==> src/sv/cdof_pkg.sv <==
// ============================================================================
// cdof_pkg
// Shared widths, codes, microcode format and control store of the CSR
// degree-one folding unit.
// ============================================================================
package cdof_pkg;

    localparam int IDX_W  = 12;
    localparam int VAL_W  = 13;
    localparam int OFF_W  = 13;
    localparam int EDGE_W = 10;
    localparam int DEG_W  = 10;
    localparam int CNT_W  = 11;
    localparam int KIND_W = 2;
    localparam int POS_W  = 10;
    localparam int WALK_W = OFF_W + 1;
    localparam int UPC_W  = 4;

    localparam logic [CNT_W-1:0] CNT_MAX = '1;

    typedef logic [UPC_W-1:0] t_upc;

    // Control store addresses
    localparam t_upc UPC_IDLE      = 4'd0;
    localparam t_upc UPC_DISPATCH  = 4'd1;
    localparam t_upc UPC_HOST_EMIT = 4'd2;
    localparam t_upc UPC_RD_DOFF   = 4'd3;
    localparam t_upc UPC_RD_HUB    = 4'd4;
    localparam t_upc UPC_GET_HUB   = 4'd5;
    localparam t_upc UPC_GET_ROW   = 4'd6;
    localparam t_upc UPC_GET_EBASE = 4'd7;
    localparam t_upc UPC_WALK_RD   = 4'd8;
    localparam t_upc UPC_WALK_CMP  = 4'd9;
    localparam t_upc UPC_SWAP_BASE = 4'd10;
    localparam t_upc UPC_BUMP_D_RD = 4'd11;
    localparam t_upc UPC_BUMP_D_WR = 4'd12;
    localparam t_upc UPC_BUMP_H_RD = 4'd13;
    localparam t_upc UPC_BUMP_H_WR = 4'd14;
    localparam t_upc UPC_FOLD_EMIT = 4'd15;

    typedef enum logic [2:0] {
        REQ_WR_OFF  = 3'd0,
        REQ_WR_EDGE = 3'd1,
        REQ_WR_DEG  = 3'd2,
        REQ_FOLD    = 3'd3,
        REQ_RD_OFF  = 3'd4,
        REQ_RD_EDGE = 3'd5,
        REQ_RD_DEG  = 3'd6
    } t_req;

    typedef enum logic [KIND_W-1:0] {
        KIND_WR_ACK  = 2'd0,
        KIND_RD_DATA = 2'd1,
        KIND_FOLD    = 2'd2
    } t_kind;

    typedef enum logic [3:0] {
        U_NOP,
        U_HOST_ACC,
        U_HOST_EMIT,
        U_RD_DOFF,
        U_RD_HUB,
        U_GET_HUB,
        U_GET_ROW,
        U_GET_EBASE,
        U_WALK_RD,
        U_WALK_CMP,
        U_SWAP_BASE,
        U_BUMP_D_RD,
        U_BUMP_D_WR,
        U_BUMP_H_RD,
        U_BUMP_H_WR,
        U_FOLD_EMIT
    } t_uop;

    typedef enum logic [2:0] {
        C_NEXT,
        C_ALWAYS,
        C_NO_START,
        C_FOLD_OK,
        C_WALK_DONE,
        C_NO_MATCH
    } t_cond;

    typedef struct packed {
        t_uop  uop;
        t_cond cond;
        t_upc  target;
    } t_uword;

    typedef struct packed {
        logic fold_ok;
        logic walk_done;
        logic match;
    } t_stat;

    function automatic t_uword ucode_word(t_upc pc);
        t_uword w;
        case (pc)
            UPC_IDLE:      w = '{U_NOP,       C_NO_START,  UPC_IDLE};
            UPC_DISPATCH:  w = '{U_HOST_ACC,  C_FOLD_OK,   UPC_RD_DOFF};
            UPC_HOST_EMIT: w = '{U_HOST_EMIT, C_ALWAYS,    UPC_IDLE};
            UPC_RD_DOFF:   w = '{U_RD_DOFF,   C_NEXT,      UPC_IDLE};
            UPC_RD_HUB:    w = '{U_RD_HUB,    C_NEXT,      UPC_IDLE};
            UPC_GET_HUB:   w = '{U_GET_HUB,   C_NEXT,      UPC_IDLE};
            UPC_GET_ROW:   w = '{U_GET_ROW,   C_NEXT,      UPC_IDLE};
            UPC_GET_EBASE: w = '{U_GET_EBASE, C_NEXT,      UPC_IDLE};
            UPC_WALK_RD:   w = '{U_WALK_RD,   C_WALK_DONE, UPC_BUMP_D_RD};
            UPC_WALK_CMP:  w = '{U_WALK_CMP,  C_NO_MATCH,  UPC_WALK_RD};
            UPC_SWAP_BASE: w = '{U_SWAP_BASE, C_NEXT,      UPC_IDLE};
            UPC_BUMP_D_RD: w = '{U_BUMP_D_RD, C_NEXT,      UPC_IDLE};
            UPC_BUMP_D_WR: w = '{U_BUMP_D_WR, C_NEXT,      UPC_IDLE};
            UPC_BUMP_H_RD: w = '{U_BUMP_H_RD, C_NEXT,      UPC_IDLE};
            UPC_BUMP_H_WR: w = '{U_BUMP_H_WR, C_NEXT,      UPC_IDLE};
            UPC_FOLD_EMIT: w = '{U_FOLD_EMIT, C_ALWAYS,    UPC_IDLE};
            default:       w = '{U_NOP,       C_ALWAYS,    UPC_IDLE};
        endcase
        return w;
    endfunction

endpackage

==> src/sv/cdof_seq.sv <==
// ============================================================================
// cdof_seq
// Microcode sequencer: step counter, control store fetch and conditional
// jumps on datapath status.
// ============================================================================
module cdof_seq (
    input  logic             i_clk,
    input  logic             i_rst_n,
    input  logic             i_start,
    input  cdof_pkg::t_stat  i_stat,
    output cdof_pkg::t_uword o_ctrl,
    output logic             o_busy
);

    import cdof_pkg::*;

    t_upc   r_pc;
    t_upc   n_pc;
    t_uword w_word;
    logic   w_take;

    always_comb begin
        w_word = ucode_word(r_pc);
        case (w_word.cond)
            C_NEXT:      w_take = 1'b0;
            C_ALWAYS:    w_take = 1'b1;
            C_NO_START:  w_take = !i_start;
            C_FOLD_OK:   w_take = i_stat.fold_ok;
            C_WALK_DONE: w_take = i_stat.walk_done;
            C_NO_MATCH:  w_take = !i_stat.match;
            default:     w_take = 1'b0;
        endcase
        n_pc = w_take ? w_word.target : r_pc + t_upc'(1);
    end

    always_ff @(posedge i_clk) begin
        if (!i_rst_n) begin
            r_pc <= UPC_IDLE;
        end else begin
            r_pc <= n_pc;
        end
    end

    assign o_ctrl = w_word;
    assign o_busy = (r_pc != UPC_IDLE);

    a_accept_dispatch: assert property (@(posedge i_clk) disable iff (!i_rst_n)
        (i_start && r_pc == UPC_IDLE) |=> r_pc == UPC_DISPATCH)
        else $error("accepted beat did not enter dispatch");

    a_match_swaps: assert property (@(posedge i_clk) disable iff (!i_rst_n)
        (r_pc == UPC_WALK_CMP && i_stat.match) |=> r_pc == UPC_SWAP_BASE)
        else $error("neighbor match did not lead to swap");

endmodule

==> config.mk <==
export PLATFORM = sky130hd
export DESIGN_NAME = cdof_seq
export DESIGN_NICKNAME = d
export VERILOG_FILES = /design/src/sv/cdof_pkg.sv /design/src/sv/cdof_seq.sv
export SDC_FILE = /design/constraint.sdc
export NUM_CORES = 1
export LEC_CHECK = 0
export BUFFER_PORTS_ARGS = -buffer_cell sky130_fd_sc_hd__clkbuf_2
export CAP_MARGIN = 30
export CORE_UTILIZATION = 40
export DETAILED_ROUTE_END_ITERATION = 10
export GPL_TIMING_DRIVEN = 1
export PLACE_DENSITY = 0.67
export SYNTH_ARGS = -nofsm -noshare
export SYNTH_HDL_FRONTEND = slang
export SYNTH_SLANG_ARGS = --single-unit
==> constraint.sdc <==
create_clock -name i_clk -period 1.95 [get_ports i_clk]
set_input_delay 0.195 -clock i_clk [delete_from_list [all_inputs] [get_ports i_clk]]
set_output_delay 0.195 -clock i_clk [all_outputs]
set_load 0.05 [all_outputs]
### Yosys cells after proc, flatten, opt, wreduce, memory -nomap -nowiden

Memories as Yosys holds them, arrays and structs flattened. A register that Yosys moved wholly into a read port is not among the register bits.
Index checks and enable logic that the tools add are counted.

| operators by class | value |
|---|---|
| add/subtract/negate cells | 1 |
| magnitude comparators | 0 |
| equality and inequality tests | 5 |
| $mul | 0 |
| bitwise operators | 0 |
| reductions and logical operators | 3 |
| divide/modulo/power cells | 0 |
| shift operators | 0 |
| mux-type cells | 3 |

Operator list:

| cell | number |
|---|---|
| 4-bit 2-to-1 mux | 2 |
| 3-bit by 2-bit == test with 1-bit output (second input constant) | 2 |
| 3-bit == test (second input constant) | 2 |
| 1-bit one-hot mux with 5 select lines | 1 |
| 4-bit by 1-bit adder with 4-bit output (second input constant) | 1 |
| 4-bit nonzero test | 1 |
| 3-bit by 1-bit == test with 1-bit output (second input constant) | 1 |
| 1-bit zero test | 2 |

| word-level totals | value |
|---|---|
| logic and storage cells | 14 |
| RAM bits | 0 |
| output and inout bits | 12 |
| ROM bits | 160 |
| register bits after elaboration | 4 |
| memories kept | 1 |
| latch bits | 0 |
| input bits | 6 |

Memory list:

| name | depth | width | rd ports | clocked after Yosys merged registers in | write ports | line | RTL |
|---|---|---|---|---|---|---|---|
| (no name shown) | 16 | 10 | 1 | 1 | 0 | cdof_pkg.sv:99 | `case (pc)` |

### Longest topological paths before layout

| logic depth | value |
|---|---|
| depth after elaboration | 4 |
| depth in mapped cells | 8 |
| gate-level depth less buffers | 8 |

### Worst setup path before layout

Ideal clock, no wire load.

| timing path | value |
|---|---|
| path type | reg-to-reg |
| start point | reg o_ctrl[6] (netlist name) |
| end point | reg o_ctrl[1] (netlist name) |
| period minus slack after synthesis | 2.255 ns |
| buffers on the path | 0 |
| cell stages (with the launch flop) | 9 |
| arrival time | 2.185 ns |
| library setup time | 0.070 ns |
| path slack | -0.305 ns |
| data required time | 1.880 ns |
| cells stage by stage | dfxtp_1 nand2_1 a31o_2 o21ai_0 o21ai_0 nand2_1 ha_1 or4b_1 a21oi_1 |

| on the way | value |
|---|---|
| word-level cells in the longest chain between the ends | 4 |
| elaborated cells between the ends (all ways) | 8 |
| those cells by class | 5 x eq/ne; 3 x mux |

Ends and longest elaborated chain:

| what | line | RTL |
|---|---|---|
| 3-bit == test, or another cell as far along | cdof_seq.sv:24 | `case (w_word.cond)` |
| 1-bit one-hot mux with 5 select lines (*) | cdof_seq.sv:24 |  |
| 4-bit 2-to-1 mux (*) | cdof_seq.sv:33 | `n_pc = w_take ? w_word.target : r_pc + t_upc'(1);` |
| 4-bit 2-to-1 mux (no line) (*) | -- |  |

Every way passes the cells marked *; elsewhere a longest branch is shown, timed or not.
A chain may end at the register's enable or synchronous reset.

### Worst setup path after layout

| timing path | value |
|---|---|
| start point | reg o_ctrl[5] (netlist name) |
| end point | reg o_ctrl[1] (netlist name) |

| on the way | value |
|---|---|
| word-level cells in the longest chain between the ends | 4 |
| elaborated cells between the ends (all ways) | 8 |
| those cells by class | 5 x eq/ne; 3 x mux |

Ends and longest elaborated chain:

| what | line |
|---|---|
| 3-bit == test, or another cell as far along | cdof_seq.sv:24 |
| 1-bit one-hot mux with 5 select lines (*) | cdof_seq.sv:24 |
| 4-bit 2-to-1 mux (*) | cdof_seq.sv:33 |
| 4-bit 2-to-1 mux (no line) (*) | -- |

Marked as above.

==> qor.txt <==
Synth Area per Inst = 9.43 um2
first-pass GRT wire length = 1.81 mm
R2R Path Start = o_ctrl[5]
most frequent cells in the layout = clkbuf_2, dfxtp_1, inv_1, nand2_1, buf_4
Post-layout nets = 98
largest net degree at the start of global routing = 8
Worst EP required = 2.17 ns
final setup violation count = 0
XOR/XNOR Fraction of Synth Area = 2.95%
top cells by area, synth = dfxtp_1, ha_1, buf_4
max-slew violation count = 0
startpoint types = flop
# clock sinks = 12
die width = 40.5 um
crit path kind = flop to flop
CP arrival = 2.06 ns
RSZ-0062 raised after global routing = false
adder-cell share of the synthesized area = 10.5%
area added between synthesis and finish = 30.7%
crit path launch = o_ctrl[5]
number of fill cells = 123
FP Rows = 13
Worst Hold Class = input port to flop
final-report hold violation count = 0
Reg-to-Reg End = o_ctrl[1]
mapped cell area = 594 um2
Critical Path End Type = flop
clk slew on worst S/H paths = 0.07 ns
crit share post-route = 94.6%
Slew headroom = 65.0%
post-synthesis cell type count = 26
final design utilization = 58.3%
IO Pins = 18
antenna cells = 0
cell count after synthesis = 63
largest family of logic cells by synthesized area = simple AND/OR/NAND/NOR gates
CTS Buffer Depth = 2
number of synthesis warnings = 0
DRT antenna net count = 0
port buffer count = 16
CP Capture Point = o_ctrl[1]
simple-gate share of the synthesized area = 21.7%
Yosys reg bits = 12
DRT Wirelength = 1.25 mm
CTS tree = done
DPL Wire Length = 942 um
post-synth top area cell = dfxtp_1
worst hold slack = 0.191 ns
die span in y = 40.5 um
Initial Util = 44.6%
actual slew at the worst max-slew pin = 0.521 ns
Core Region = 1330 um2
Post-Route Skew = 0.00236 ns
status = finished, final reports clean
total track usage = 17.2%
starting DRC count in detailed routing = 13
fraction of the mapped netlist area in compound gates = 12.8%
Syn Nets = 74
initial antenna violation count = 0
sequential fraction of the synthesis area = 40.4%
Residual DRC = 0
GRT overflow = 0
share of cells above drive strength 1 = 43.0%
DRT Pass-1 Iters = 4
worst reg2reg path depth = 7
number of non-filler instances in the completed layout = 101
maximum clock frequency = 542 MHz
CTS H-tree depth = 1
most common cell after layout, fill and taps aside = clkbuf_2
CTS root buffer = clkbuf_4
Reg2Reg Setup Slack = 0.11 ns
clk_lat worst skew = 0.27 ns
fin crit period = 1.84 ns
Vias = 519
DIE AREA = 1640 um2
setup TNS = 0 ns
GPL Wtd Cong = 0.740
mux cell area share after synthesis = 3.37%
CTS Buf Count = 3
placed insts = 96
Worst Path Max Fanout = 4
WL/cell = 12.3 um
Vias/cell = 5.14
vias in the first global route = 448
Max Cap Viol = 0
post-synth top area share = 40.4%
## cell usage after synthesis
cell type / number
a21o_1: 1
a21oi_1: 2
a31o_2: 1
a31oi_1: 1
and2_1: 2
buf_4: 3
conb_1: 1
dfxtp_1: 12
ha_1: 5
inv_1: 6
mux2i_1: 2
nand2_1: 6
nand3_1: 2
nand3b_1: 1
nor2_1: 1
nor3_1: 4
nor3_2: 2
nor3b_1: 1
nor4b_2: 1
o21ai_0: 3
o31a_1: 1
o31ai_1: 1
o31ai_2: 1
or4b_1: 1
xnor2_1: 1
xor2_1: 1
## cell families after synthesis
logic type / Yosys count
simple gates: 21
flops: 12
compound gates: 11
buf+inv: 9
fa+ha+maj: 5
xor+xnor: 2
mux: 2
other cells: 1
## cell type report
class                           instances  area (um2)  share of cell area, %
Multi-Input combinational cell         42         333                   42.8
Inverter                                6        22.5                   2.90
Clock inverter                          1        3.75                  0.483
Timing Repair Buffer                   22         125                   16.1
Clock buffer                            3        22.5                   2.90
Sequential cell                        12         251                   32.4
Tap cell                               15        18.8                   2.42
## per-stage QoR
stage,setup slack (ns),area [um2]
after detailed placement,-0.100,719
after CTS,0.0180,746
after global placement,-0.0204,719
after global routing,0.0196,777
final,0.106,777
after floorplan,0.00827,606
## worst min-delay path by stage
stage	startpoint	endpoint	slack (ns)	cells after the start
after floorplan	i_rst_n	r_pc[0]	0.32	1
after global placement	i_rst_n	r_pc[0]	0.48	2
after detailed placement	i_rst_n	r_pc[0]	0.47	2
after CTS	i_rst_n	r_pc[0]	0.19	2
after global routing	i_rst_n	r_pc[0]	0.21	2
final	i_rst_n	r_pc[0]	0.19	2
## state kept, by name, summed over array words and instances (netlist names)
signal  flops
o_ctrl      8
r_pc        4
## routing by layer
| metal | share of wire [%] | track usage, % | vias to the layer above |
|---|---|---|---|
| met2 | 47 | 29.4 | 23 |
| met3 | 6.1 | 6.67 | 2 |
| li1 | - | - | 260 |
| met5 | 0 | 0 | - |
| met4 | 1.0 | 7.50 | 0 |
| met1 | 46 | 18.7 | 234 |
## critical path: stages, from the launching register on
cell and delay (ns):
dfxtp_4 0.35, nor4b_4 0.13, a31o_2 0.23, o21ai_2 0.19
a21o_1 0.16, ha_1 0.15, or4b_4 0.46, a21oi_2 0.12
## what timing repair did
action | 4_1_cts | 5_1_grt
resized for setup | 2 | 5
setup buffers | 0 | 1
endpoints found under the setup margin | 1 | 1
hold buffers | 0 | 0
pin swaps | 0 | 4
Power is left out: the tool's default activity adds up to more than one toggle a clock period on the data nets, which glitch-free logic cannot reach.
